$ cat config.mk
export PLATFORM = sky130hd
export DESIGN_NAME = rgb_color_sequence_player_flat
export DESIGN_NICKNAME = d
export VERILOG_FILES = /design/src/hdl/rgbsp_pkg.sv /design/src/hdl/rgbsp_if.sv /design/src/hdl/rgb_color_sequence_player.sv /design/src/hdl/rgbsp_out_stage.sv /design/src/flat_wrapper.sv
export SDC_FILE = /design/constraint.sdc
export NUM_CORES = 2
export LEC_CHECK = 0
export BUFFER_PORTS_ARGS = -buffer_cell sky130_fd_sc_hd__buf_2
export CAP_MARGIN = 20
export CORE_AREA = 2 2 286 288
export CTS_CLUSTER_SIZE = 30
export DETAILED_ROUTE_END_ITERATION = 6
export DIE_AREA = 0 0 288 290
export GPL_TIMING_DRIVEN = 0
export PLACE_DENSITY_LB_ADDON = 0.15
export SETUP_SLACK_MARGIN = 0.5
export SLEW_MARGIN = 20
export SYNTH_ARGS = -nofsm -noshare
export SYNTH_HDL_FRONTEND = slang
export SYNTH_SLANG_ARGS = --single-unit
$ cat constraint.sdc
create_clock -name clk -period 10.3 [get_ports clk]
set_input_delay 2.06 -clock clk [delete_from_list [all_inputs] [get_ports clk]]
set_output_delay 2.06 -clock clk [all_outputs]
set_load 0.03 [all_outputs]
$ cat src/hdl/rgbsp_pkg.sv
package rgbsp_pkg;

  localparam int COLOR_W = 24;
  localparam int DUR_W   = 32;
  localparam int IDX_W   = 4;
  localparam int LEN_W   = 5;
  localparam int REP_W   = 16;
  localparam int DUTY_W  = 8;
  localparam int CFG_AW  = 3;
  localparam int CFG_DW  = 32;

  localparam logic [DUTY_W-1:0] DUTY_MAX = 8'hFF;

  typedef enum logic [1:0] {
    CMD_TICK  = 2'd0,
    CMD_WRITE = 2'd1,
    CMD_START = 2'd2,
    CMD_SOLID = 2'd3
  } cmd_t;

  typedef enum logic [1:0] {
    ST_IDLE,
    ST_WALK,
    ST_LOAD0,
    ST_DONE
  } state_t;

  // register index 0 sits at byte address 0; paddr[2] selects the register
  localparam logic REG_COMMON_ANODE = 1'b0;

  typedef struct packed {
    logic               load;
    logic [COLOR_W-1:0] color;
    logic               playing;
  } show_t;

  function automatic logic [DUTY_W-1:0] duty_of(input logic [DUTY_W-1:0] chan,
                                                input logic invert);
    return invert ? DUTY_MAX - chan : chan;
  endfunction

endpackage

$ cat src/hdl/rgbsp_if.sv
interface rgbsp_in_if import rgbsp_pkg::*; ();
  logic               valid;
  logic               ready;
  logic [1:0]         cmd;
  logic [IDX_W-1:0]   entry_index;
  logic [COLOR_W-1:0] entry_color;
  logic [DUR_W-1:0]   entry_duration;
  logic [LEN_W-1:0]   seq_length;
  logic [REP_W-1:0]   repeat_mode;

  modport source (output valid, cmd, entry_index, entry_color, entry_duration,
                  seq_length, repeat_mode, input ready);
  modport sink   (input valid, cmd, entry_index, entry_color, entry_duration,
                  seq_length, repeat_mode, output ready);
endinterface

interface rgbsp_out_if import rgbsp_pkg::*; ();
  logic              valid;
  logic              ready;
  logic [DUTY_W-1:0] red_duty;
  logic [DUTY_W-1:0] green_duty;
  logic [DUTY_W-1:0] blue_duty;
  logic              playing;

  modport source (output valid, red_duty, green_duty, blue_duty, playing, input ready);
  modport sink   (input valid, red_duty, green_duty, blue_duty, playing, output ready);
endinterface

$ cat src/hdl/rgb_color_sequence_player.sv
// Channel   Dir  Handshake        Word
// in_word   in   valid/ready      cmd, entry_index, entry_color, entry_duration,
//                                 seq_length, repeat_mode
// out_word  out  valid/ready      red_duty, green_duty, blue_duty, playing
// cfg       in   APB (pready=1)   common_anode at byte address 0
//
// One word at a time. Write-entry, solid color and idle ticks pass through DONE;
// start with a nonzero length passes through LOAD0 (read of entry 0) and DONE.
// A running tick walks the table one entry per cycle through the single read port,
// then DONE, or LOAD0 and DONE when the pass wraps back to entry 0 (seq_length capped at TABLE_DEPTH).
// Reset (rst_n low, synchronous) clears control state but not the table.
// A stalled out_word holds its word; the next in_word is accepted but waits in DONE until it drains.
module rgb_color_sequence_player import rgbsp_pkg::*; #(
  parameter int TABLE_DEPTH = 16
) (
  input  logic              clk,
  input  logic              rst_n,
  rgbsp_in_if.sink          in_word,
  rgbsp_out_if.source       out_word,
  input  logic              psel,
  input  logic              penable,
  input  logic              pwrite,
  input  logic [CFG_AW-1:0] paddr,
  input  logic [CFG_DW-1:0] pwdata,
  output logic [CFG_DW-1:0] prdata,
  output logic              pready
);

  localparam int AW    = $clog2(TABLE_DEPTH);
  localparam int ENT_W = COLOR_W + DUR_W;

  // config register
  logic ca_r;

  assign pready = 1'b1;
  assign prdata = (psel && paddr[2] == REG_COMMON_ANODE) ? {{(CFG_DW-1){1'b0}}, ca_r}
                                                        : '0;

  always_ff @(posedge clk) begin
    if (!rst_n) begin
      ca_r <= 1'b0;
    end else if (psel && penable && pwrite && pready && paddr[2] == REG_COMMON_ANODE) begin
      ca_r <= pwdata[0];
    end
  end

  // entry table: {color, duration}, one write and one registered read port
  logic [ENT_W-1:0]   mem [TABLE_DEPTH];
  logic               we;
  logic [AW-1:0]      wr_addr;
  logic [AW-1:0]      rd_addr;
  logic [ENT_W-1:0]   rd_data_r;
  logic [COLOR_W-1:0] rd_color;
  logic [DUR_W-1:0]   rd_dur;

  always_ff @(posedge clk) begin
    if (we) begin
      mem[wr_addr] <= {in_word.entry_color, in_word.entry_duration};
    end
    rd_data_r <= mem[rd_addr];
  end

  assign rd_color = rd_data_r[ENT_W-1:DUR_W];
  assign rd_dur   = rd_data_r[DUR_W-1:0];
  assign wr_addr  = AW'(in_word.entry_index);

  // sequencer state
  state_t             state_r, state_nxt;
  logic [LEN_W-1:0]   cur_r, cur_nxt;
  logic [COLOR_W-1:0] shown_r, shown_nxt;
  logic [DUR_W-1:0]   elapsed_r, elapsed_nxt;
  logic [REP_W-1:0]   rep_r, rep_nxt;
  logic [LEN_W-1:0]   len_r, len_nxt;
  logic               running_r, running_nxt;
  logic [LEN_W-1:0]   idx_r, idx_nxt;
  logic [DUR_W-1:0]   sum_r, sum_nxt;

  logic               accept;
  cmd_t               cmd;
  logic [LEN_W-1:0]   len_sat;
  logic [DUR_W-1:0]   sum_add;
  logic               hit;
  logic               last;
  logic               out_free;
  show_t              show;

  assign accept   = in_word.valid && in_word.ready;
  assign cmd      = cmd_t'(in_word.cmd);
  assign len_sat  = (int'(in_word.seq_length) > TABLE_DEPTH) ? LEN_W'(TABLE_DEPTH)
                                                            : in_word.seq_length;
  assign sum_add  = sum_r + rd_dur;
  assign hit      = elapsed_r <= sum_add;
  assign last     = (idx_r + LEN_W'(1)) == len_r;
  assign in_word.ready = (state_r == ST_IDLE);

  // walk reads run one entry ahead; every other read wants entry 0
  assign rd_addr = (state_r == ST_WALK && !hit && !last) ? AW'(idx_r + LEN_W'(1)) : '0;

  always_comb begin
    state_nxt = state_r;
    unique case (state_r)
      ST_IDLE: begin
        if (accept) begin
          unique case (cmd)
            CMD_TICK:  state_nxt = running_r ? ST_WALK : ST_DONE;
            CMD_START: state_nxt = (len_sat != '0) ? ST_LOAD0 : ST_DONE;
            CMD_WRITE: state_nxt = ST_DONE;
            CMD_SOLID: state_nxt = ST_DONE;
          endcase
        end
      end
      ST_WALK: begin
        priority if (hit) begin
          state_nxt = ST_DONE;
        end else if (last) begin
          state_nxt = (rep_r == REP_W'(1)) ? ST_DONE : ST_LOAD0;
        end else begin
          state_nxt = ST_WALK;
        end
      end
      ST_LOAD0: state_nxt = ST_DONE;
      ST_DONE:  if (out_free) state_nxt = ST_IDLE;
      default:  state_nxt = ST_IDLE;
    endcase
  end

  always_comb begin
    cur_nxt     = cur_r;
    shown_nxt   = shown_r;
    elapsed_nxt = elapsed_r;
    rep_nxt     = rep_r;
    len_nxt     = len_r;
    running_nxt = running_r;
    idx_nxt     = idx_r;
    sum_nxt     = sum_r;
    we          = 1'b0;
    show        = '{load: 1'b0, color: shown_r, playing: running_r};
    unique case (state_r)
      ST_IDLE: begin
        if (accept) begin
          unique case (cmd)
            CMD_TICK: begin
              if (running_r) begin
                elapsed_nxt = elapsed_r + DUR_W'(1);
                idx_nxt     = '0;
                sum_nxt     = '0;
              end
            end
            CMD_WRITE: we = int'(in_word.entry_index) < TABLE_DEPTH;
            CMD_START: begin
              len_nxt     = len_sat;
              rep_nxt     = in_word.repeat_mode;
              cur_nxt     = '0;
              elapsed_nxt = '0;
              running_nxt = (len_sat != '0);
              if (len_sat == '0) shown_nxt = '0;
            end
            CMD_SOLID: begin
              running_nxt = 1'b0;
              shown_nxt   = in_word.entry_color;
            end
          endcase
        end
      end
      ST_WALK: begin
        priority if (hit) begin
          // entry found; if it is the shown one, nothing but the elapsed time moves
          if (idx_r != cur_r) begin
            cur_nxt   = idx_r;
            shown_nxt = rd_color;
          end
        end else if (last) begin
          // end of pass
          elapsed_nxt = '0;
          if (rep_r == REP_W'(1)) begin
            running_nxt = 1'b0;
            shown_nxt   = '0;
          end else begin
            if (rep_r > REP_W'(1)) rep_nxt = rep_r - REP_W'(1);
            cur_nxt = '0;
          end
        end else begin
          idx_nxt = idx_r + LEN_W'(1);
          sum_nxt = sum_add;
        end
      end
      ST_LOAD0: shown_nxt = rd_color;
      ST_DONE:  show.load = out_free;
      default:  ;
    endcase
  end

  always_ff @(posedge clk) begin
    if (!rst_n) begin
      state_r   <= ST_IDLE;
      cur_r     <= '0;
      shown_r   <= '0;
      elapsed_r <= '0;
      rep_r     <= '0;
      len_r     <= '0;
      running_r <= 1'b0;
    end else begin
      state_r   <= state_nxt;
      cur_r     <= cur_nxt;
      shown_r   <= shown_nxt;
      elapsed_r <= elapsed_nxt;
      rep_r     <= rep_nxt;
      len_r     <= len_nxt;
      running_r <= running_nxt;
    end
  end

  always_ff @(posedge clk) begin
    idx_r <= idx_nxt;
    sum_r <= sum_nxt;
  end

  rgbsp_out_stage u_out (
    .clk      (clk),
    .rst_n    (rst_n),
    .show     (show),
    .invert   (ca_r),
    .free     (out_free),
    .out_word (out_word)
  );

endmodule

$ cat src/hdl/rgbsp_out_stage.sv
module rgbsp_out_stage import rgbsp_pkg::*; (
  input  logic         clk,
  input  logic         rst_n,
  input  show_t        show,
  input  logic         invert,
  output logic         free,
  rgbsp_out_if.source  out_word
);

  logic              valid_r;
  logic [DUTY_W-1:0] red_r;
  logic [DUTY_W-1:0] green_r;
  logic [DUTY_W-1:0] blue_r;
  logic              playing_r;

  assign free = !valid_r || out_word.ready;

  always_ff @(posedge clk) begin
    if (!rst_n) begin
      valid_r <= 1'b0;
    end else if (show.load) begin
      valid_r <= 1'b1;
    end else if (out_word.ready) begin
      valid_r <= 1'b0;
    end
  end

  // polarity set at load; user changes config only while idle; unenforced
  always_ff @(posedge clk) begin
    if (show.load) begin
      red_r     <= duty_of(show.color[23:16], invert);
      green_r   <= duty_of(show.color[15:8], invert);
      blue_r    <= duty_of(show.color[7:0], invert);
      playing_r <= show.playing;
    end
  end

  assign out_word.valid      = valid_r;
  assign out_word.red_duty   = red_r;
  assign out_word.green_duty = green_r;
  assign out_word.blue_duty  = blue_r;
  assign out_word.playing    = playing_r;

endmodule

$ cat src/flat_wrapper.sv
// flat-port wrapper written by rule: the top's interface ports become plain ports
module rgb_color_sequence_player_flat import rgbsp_pkg::*;
#(
  parameter int TABLE_DEPTH = 16
)
  (clk, rst_n, psel, penable, pwrite, paddr, pwdata, prdata, pready, in_word_valid, in_word_cmd, in_word_entry_index, in_word_entry_color, in_word_entry_duration, in_word_seq_length, in_word_repeat_mode, in_word_ready, out_word_valid, out_word_red_duty, out_word_green_duty, out_word_blue_duty, out_word_playing, out_word_ready);
  rgbsp_in_if in_word_i ();
  rgbsp_out_if out_word_i ();
  input  logic clk;
  input  logic rst_n;
  input  logic psel;
  input  logic penable;
  input  logic pwrite;
  input  logic [CFG_AW-1:0] paddr;
  input  logic [CFG_DW-1:0] pwdata;
  output logic [CFG_DW-1:0] prdata;
  output logic pready;
  input wire logic [$bits(in_word_i.valid)-1:0] in_word_valid;
  input wire logic [$bits(in_word_i.cmd)-1:0] in_word_cmd;
  input wire logic [$bits(in_word_i.entry_index)-1:0] in_word_entry_index;
  input wire logic [$bits(in_word_i.entry_color)-1:0] in_word_entry_color;
  input wire logic [$bits(in_word_i.entry_duration)-1:0] in_word_entry_duration;
  input wire logic [$bits(in_word_i.seq_length)-1:0] in_word_seq_length;
  input wire logic [$bits(in_word_i.repeat_mode)-1:0] in_word_repeat_mode;
  output wire logic [$bits(in_word_i.ready)-1:0] in_word_ready;
  output wire logic [$bits(out_word_i.valid)-1:0] out_word_valid;
  output wire logic [$bits(out_word_i.red_duty)-1:0] out_word_red_duty;
  output wire logic [$bits(out_word_i.green_duty)-1:0] out_word_green_duty;
  output wire logic [$bits(out_word_i.blue_duty)-1:0] out_word_blue_duty;
  output wire logic [$bits(out_word_i.playing)-1:0] out_word_playing;
  input wire logic [$bits(out_word_i.ready)-1:0] out_word_ready;
  assign in_word_i.valid = in_word_valid;
  assign in_word_i.cmd = in_word_cmd;
  assign in_word_i.entry_index = in_word_entry_index;
  assign in_word_i.entry_color = in_word_entry_color;
  assign in_word_i.entry_duration = in_word_entry_duration;
  assign in_word_i.seq_length = in_word_seq_length;
  assign in_word_i.repeat_mode = in_word_repeat_mode;
  assign in_word_ready = in_word_i.ready;
  assign out_word_valid = out_word_i.valid;
  assign out_word_red_duty = out_word_i.red_duty;
  assign out_word_green_duty = out_word_i.green_duty;
  assign out_word_blue_duty = out_word_i.blue_duty;
  assign out_word_playing = out_word_i.playing;
  assign out_word_i.ready = out_word_ready;
  rgb_color_sequence_player #(.TABLE_DEPTH(TABLE_DEPTH)) u_core (.clk(clk), .rst_n(rst_n), .in_word(in_word_i), .out_word(out_word_i), .psel(psel), .penable(penable), .pwrite(pwrite), .paddr(paddr), .pwdata(pwdata), .prdata(prdata), .pready(pready));
endmodule
# Yosys cells after proc, flatten, opt, wreduce, memory -nomap -nowiden
# Memory sizes are Yosys's and may differ from the RTL's. A register that Yosys moved wholly into a read port is not among the register bits.
# Cells that the tools add are included.
dict set report classes {
  magnitude_cmp 3
  eq_ne 28
  add_sub_neg 7
  n_reduce_logical 27
  bitwise 1
  n_mux 69
}
# op n
set op_table {}
lappend op_table {{$mux W32} 9}
lappend op_table {{$pmux W32 S2} 3}
lappend op_table {{$mux W24} 6}
lappend op_table {{$mux W16} 6}
lappend op_table {{$pmux W24 S3} 1}
lappend op_table {{$mux W5} 12}
lappend op_table {{$pmux W24 S2} 1}
lappend op_table {{$add A32 B1 Y32 const B} 1}
lappend op_table {{$add A32 B32 Y32} 1}
lappend op_table {{$le A32 B32 Y1} 1}
lappend op_table {{$pmux W16 S2} 1}
lappend op_table {{$mux W8} 3}
lappend op_table {{$reduce_and A6 Y1} 4}
lappend op_table {{$sub A8 B8 Y8 const A} 3}
lappend op_table {{$pmux W5 S2} 2}
lappend op_table {{$ne A2 B2 Y1 const B} 9}
lappend op_table {{$eq A16 B1 Y1 const B} 1}
lappend op_table {{$gt A16 B1 Y1 const B} 1}
lappend op_table {{$sub A16 B1 Y16 const B} 1}
lappend op_table {{$mux W1} 15}
lappend op_table {{$ne A3 B3 Y1 const B} 5}
lappend op_table {{$reduce_and A7 Y1} 2}
lappend op_table {{$mux W2} 5}
lappend op_table {{$eq A2 B2 Y1 const B} 4}
lappend op_table {{other kinds (24)} 38}
dict set report totals {
  mem_count 1
  register_bits 149
  mem_bits_rw 896
}
# memory words width rd rd_ports_with_merged_regs wr line
set mem_list {}
lappend mem_list {u_core.mem 16 56 1 1 1 rgb_color_sequence_player.sv:48} ;# logic [ENT_W-1:0] mem [TABLE_DEPTH];

# Logic depth before layout (Yosys ltp)
dict set report logic_depth {
  word_depth 7
  ltp_mapped 24
  depth_no_buf 21
}

# Modules after synthesis
# A second synthesis with hierarchy kept.
dict set report unflattened {
  cells_unflattened 3148
  hier_area_um2 44018.5
}
# module area_per_inst_um2 cells_per_inst seq_area_each_um2 instances
set by_module_without_submodules {}
lappend by_module_without_submodules {rgb_color_sequence_player 42968.7 3092 30859.6 1}
lappend by_module_without_submodules {rgbsp_out_stage 1049.8 56 770.7 1}

# Worst setup path after synthesis
# Ideal clock, no wire load.
dict set report synth_timing {
  path_kind {reg-to-reg}
  from {register u_core.sum_r[12]}
  to {register u_core.idx_r[0] (enable)}
  setup_ns 0.488
  setup_slack_ns 3.117
  n_path_buf 0
  path_stages_with_launch 18
  synth_period_minus_slack_ns 7.183
  arrival_time_ns 6.695
  cell_sequence {edfxtp_1 -> ha_1 -> or3_1 -> or3_1 -> o21ai_1 -> a21oi_1 -> a41o_1 -> o31a_1 -> a311oi_1 -> xor2_1 -> ha_1 -> nand4_2 -> nor4_1 -> a21boi_0 -> o31a_1 -> nor2_2 -> o21ai_0 -> a21boi_0}
}
dict set report synth_between {
  elab_chain_cells 4
}
# item line
set synth_rtl {}
lappend synth_rtl {{start: declaration} rgb_color_sequence_player.sv:76} ;# logic [DUR_W-1:0] sum_r, sum_nxt;
lappend synth_rtl {{start signal: assignment} rgb_color_sequence_player.sv:215} ;# sum_r <= sum_nxt;
lappend synth_rtl {{$add A32 B32 Y32} rgb_color_sequence_player.sv:91} ;# assign sum_add = sum_r + rd_dur;
lappend synth_rtl {{$le A32 B32 Y1} rgb_color_sequence_player.sv:92} ;# assign hit = elapsed_r <= sum_add;
lappend synth_rtl {{$ne A2 B2 Y1 (no source line)} n/a}
lappend synth_rtl {{$reduce_and A6 Y1 (no source line)} n/a}
lappend synth_rtl {{end signal: assignment} rgb_color_sequence_player.sv:214} ;# idx_r <= idx_nxt;
lappend synth_rtl {{end: declaration} rgb_color_sequence_player.sv:75} ;# logic [LEN_W-1:0] idx_r, idx_nxt;
# No other way between the ends.
# A chain may end at the register's enable or synchronous reset.

# Worst setup path in the final report
dict set report layout_timing {
  from {register u_core.sum_r[3]}
  to {register u_core.rd_data_r[53] (read register of u_core.mem)}
}
dict set report layout_between {
  elab_chain_cells 6
}
# item line
set layout_rtl {}
lappend layout_rtl {{$add A32 B32 Y32} rgb_color_sequence_player.sv:91}
lappend layout_rtl {{$le A32 B32 Y1} rgb_color_sequence_player.sv:92}
lappend layout_rtl {{$logic_not A1 Y1} rgb_color_sequence_player.sv:97} ;# assign rd_addr = (state_r == ST_WALK && !hit && !last) ? AW'(idx_r + LEN_W'(1)) : '0;
lappend layout_rtl {{$logic_and A1 B1 Y1 (2 in a row)} rgb_color_sequence_player.sv:97}
lappend layout_rtl {{$mux W4} rgb_color_sequence_player.sv:97}
lappend layout_rtl {{end: declaration} rgb_color_sequence_player.sv:52} ;# logic [ENT_W-1:0] rd_data_r;
# No other way between the ends.

==> impl_metrics.yaml <==
status:
  status: "completed"
final_layout:
  final_nets: 3559
  postLayoutCellArea_mm2: 0.0509
  fill_cells: 5860
  final_cells: 4528
  fin_util: 0.635
  layout-drive-gt1-share: 0.142
  synthToLayoutAreaGrowth_pct: 15.6
synth:
  synth-seq-cells: 1101
  ys_types: 79
  mappedNetlistArea_mm2: 0.0440
  synth_edf_count: 958
  ys.flop_type: "edfxtp_1"
  syn_inst: 3034
  yosys_warnings: 0
  synth_seq_area_share: 0.719
  synthArstFlopShare: 0
  avgSynthCellArea_um2: 14.5
clock_network:
  cts_hold_buf: 0
  ctsResizeCount: 0
  clockBufferDepth: 3
  cts_root_buf: "clkbuf_16"
  htreeDepth: 3
  cts_buffers: 110
  post-cts-setup-buffers: 0
  cts_tree: "built"
  clock_latency_ns: 0.69
  clk_pin_slew_ns: 0.07
  cts_num_sinks: 1101
worst_setup_path:
  critical_path_class: "flop to flop"
  worstPathMaxFanout: 10
  crit_family: "compound AO/OA/AOI/OAI gates"
  reg2regPathDepth: 22
  end_kind: "flop"
  worstPathCellList: "ha_1, o21ai_0, nor2_1, a41oi_1, o31ai_1, a21oi_1, o31ai_1, nand3_1, a21oi_1, xnor2_1, ha_1, a21o_1, a21o_1, a221o_1, o21ai_4, nand2_4, nand3_2, clkbuf_1, clkbuf_1, a21boi_0, o32a_1, o211ai_1"
  slowest_stage: "clkbuf_1"
  required_ns: 10.90
  path_depth: 22
  cpPeakStageDelay_ns: 0.73
  crit_arrival_ns: 7.82
  critPathLaunchType: "flop"
  critPathBufInv: 2
global_routing:
  grt_pass1_wl_um: 176000
  antenna_found_initial: 12
  grt_max_degree: 25
  grt_pass1_vias: 28000
  grt_overflow: 0
  grtUsageTotal: 0.285
min_path:
  hp-class: "flop to flop"
  hold_depth: 2
sta:
  post-route-min-period_ns: 7.22
  rsz0062_at_grt: "no"
  clock_skew_ns: 0.0528
  worst_pin_slew_ns: 1.14
  maxSlewViolCount: 0
  max_freq_mhz: 139
  finalHoldViolations: 0
  relSlewSlack: 0.235
  fin_crit_sh: 0.701
  fin_ws_ns: 3.08
  hold_ws_ns: 0.462
  fin_setup_tns_ns: 0
  finalSetupViolCount: 0
power:
  ir_drop_uv: 166
  seqPwrFrac: 0.493
  p_sw_mw: 2.66
  finalPower_mw: 10.4
  cellPowerDensity_mw_per_mm2: 204
  power_leakage_nw: 17.6
  p_sw_frac: 0.256
  p_int_mw: 7.73
  combPwrFrac: 0.127
  p_clk_frac: 0.380
detailed_routing:
  drc: 0
  drt_iter0_markers: 3137
  wl_um: 121000
  first_pass_iters: 6
  vias: 28500
  via_per_inst: 6.30
  avgRoutedWirePerCell_um: 26.7
  ant_nets: 0
floorplanning:
  core_area_mm2: 0.0802
  die-area_mm2: 0.0835
  die_h_um: 290
  rows: 104
  start_util: 0.549
  dieWidth_um: 288
  ios: 185
placed_design:
  dp_hpwl_um: 83900
  dp_slack_ns: 3.21
  io_buffers: 118
  dp.cells: 4310
  place_area_mm2: 0.0473
  place_congestion: 0.867
run:
  cap_viol_max_count: 0
[layout by cell type (no fill, tap or decap), types with 65 or more instances in the layout]
cell type and instances:
xor2_1 65, and2_1 73, ha_1 71, clkbuf_1 130, clkbuf_16 111, a211oi_1 118, o22ai_1 117, dfxtp_1 143
a21oi_1 265, buf_2 181, nor2_1 90, nand2_1 204, or3_1 65, o221ai_1 121, edfxtp_1 958
[flip-flops by register name, indices dropped and copies added (netlist names), 2 cells and up]
name	count
u_core.elapsed_r	32
u_core.len_r	5
u_core.u_out.out_word.red_duty	8
u_core.cur_r	5
u_core.sum_r	32
u_core.u_out.out_word.blue_duty	8
u_core.state_r	2
u_core.mem	896
u_core.u_out.out_word.green_duty	8
u_core.rep_r	16
u_core.shown_r	24
u_core.rd_data_r	56
u_core.idx_r	5
[cells by family after synthesis]
family | after synthesis | share of synthesized area
DFF | 1101 | 0.719
AOI/OAI and AO/OA | 896 | 0.140
and+or+nand+nor | 615 | 0.0705
buffers and inverters | 231 | 0.0248
xor gates and xnor gates | 95 | 0.0199
adders and majority gates | 72 | 0.0206
muxes | 22 | 0.00500
other | 2 | 0.000171
[routing by layer]
layer / vias up / GRT usage / wire length [µm]
met2: 1407 / 0.452 / 56700
met5: - / 0 / 41
met4: 8 / 0.104 / 4560
met3: 265 / 0.0538 / 11200
met1: 14200 / 0.394 / 48400
li1: 12600 / - / -
[layout make-up]
class                           count  area, µm²  share of cell area
Inverter                           18       67.6             0.00133
Antenna cell                       11       27.5            0.000541
Clock inverter                     51        539              0.0106
Sequential cell                  1101      31600               0.621
Clock buffer                      156       3070              0.0602
Buffer                            213       1020              0.0201
Tap cell                         1060       1330              0.0261
Multi-Input combinational cell   1732      11500               0.227
Timing Repair Buffer              186       1680              0.0329
[cells in the mapped netlist, types with 12 or more instances]
master	n	share of area
a211o_1	12	0.0024
a211oi_1	118	0.020
a21boi_0	43	0.0073
a21o_1	16	0.0027
a21oi_1	265	0.030
a22oi_1	26	0.0044
and2_1	73	0.010
and3_1	16	0.0023
buf_1	15	0.0013
buf_2	63	0.0072
buf_4	37	0.0063
clkbuf_1	97	0.0083
dfxtp_1	143	0.065
edfxtp_1	958	0.65
ha_1	71	0.020
inv_1	17	0.0014
mux2i_1	22	0.0050
nand2_1	204	0.017
nand3_1	36	0.0041
nand4_1	20	0.0028
nor2_1	102	0.0087
nor2b_1	16	0.0023
nor3_1	26	0.0030
o211a_1	25	0.0057
o211ai_1	12	0.0020
o21ai_0	38	0.0043
o221ai_1	121	0.024
o22ai_1	117	0.017
o32ai_1	35	0.0070
or3_1	65	0.0092
xnor2_1	27	0.0054
xor2_1	65	0.013
[power by group through the flow]
| stage | logic (mW) | clock network, mW | registers (mW) |
|---|---|---|---|
| floorplan | 0.839 | 0 | 5.24 |
| global placement | 1.23 | 0 | 5.22 |
| detailed placement | 1.31 | 0 | 5.22 |
| CTS | 1.31 | 3.98 | 5.12 |
| global route | 1.45 | 4.16 | 5.14 |
| finish | 1.32 | 3.96 | 5.12 |
[path summary, 6_finish.rpt]
path	from	to	slack, ns
worst max-delay path	u_core.sum_r[3]	u_core.rd_data_r[53]	3.08
worst min-delay path	u_core.rep_r[10]	u_core.rep_r[10]	0.46
worst max register to register	u_core.sum_r[3]	u_core.rd_data_r[53]	3.08
worst min register to register	u_core.rep_r[10]	u_core.rep_r[10]	0.46
[worst min-delay path, cell delays in order, from the launching register on]
cell and delay (ns):
dfxtp_1 0.31, nand2_1 0.05, o22ai_1 0.05
Note: power is estimated with default switching activity, not from simulation.
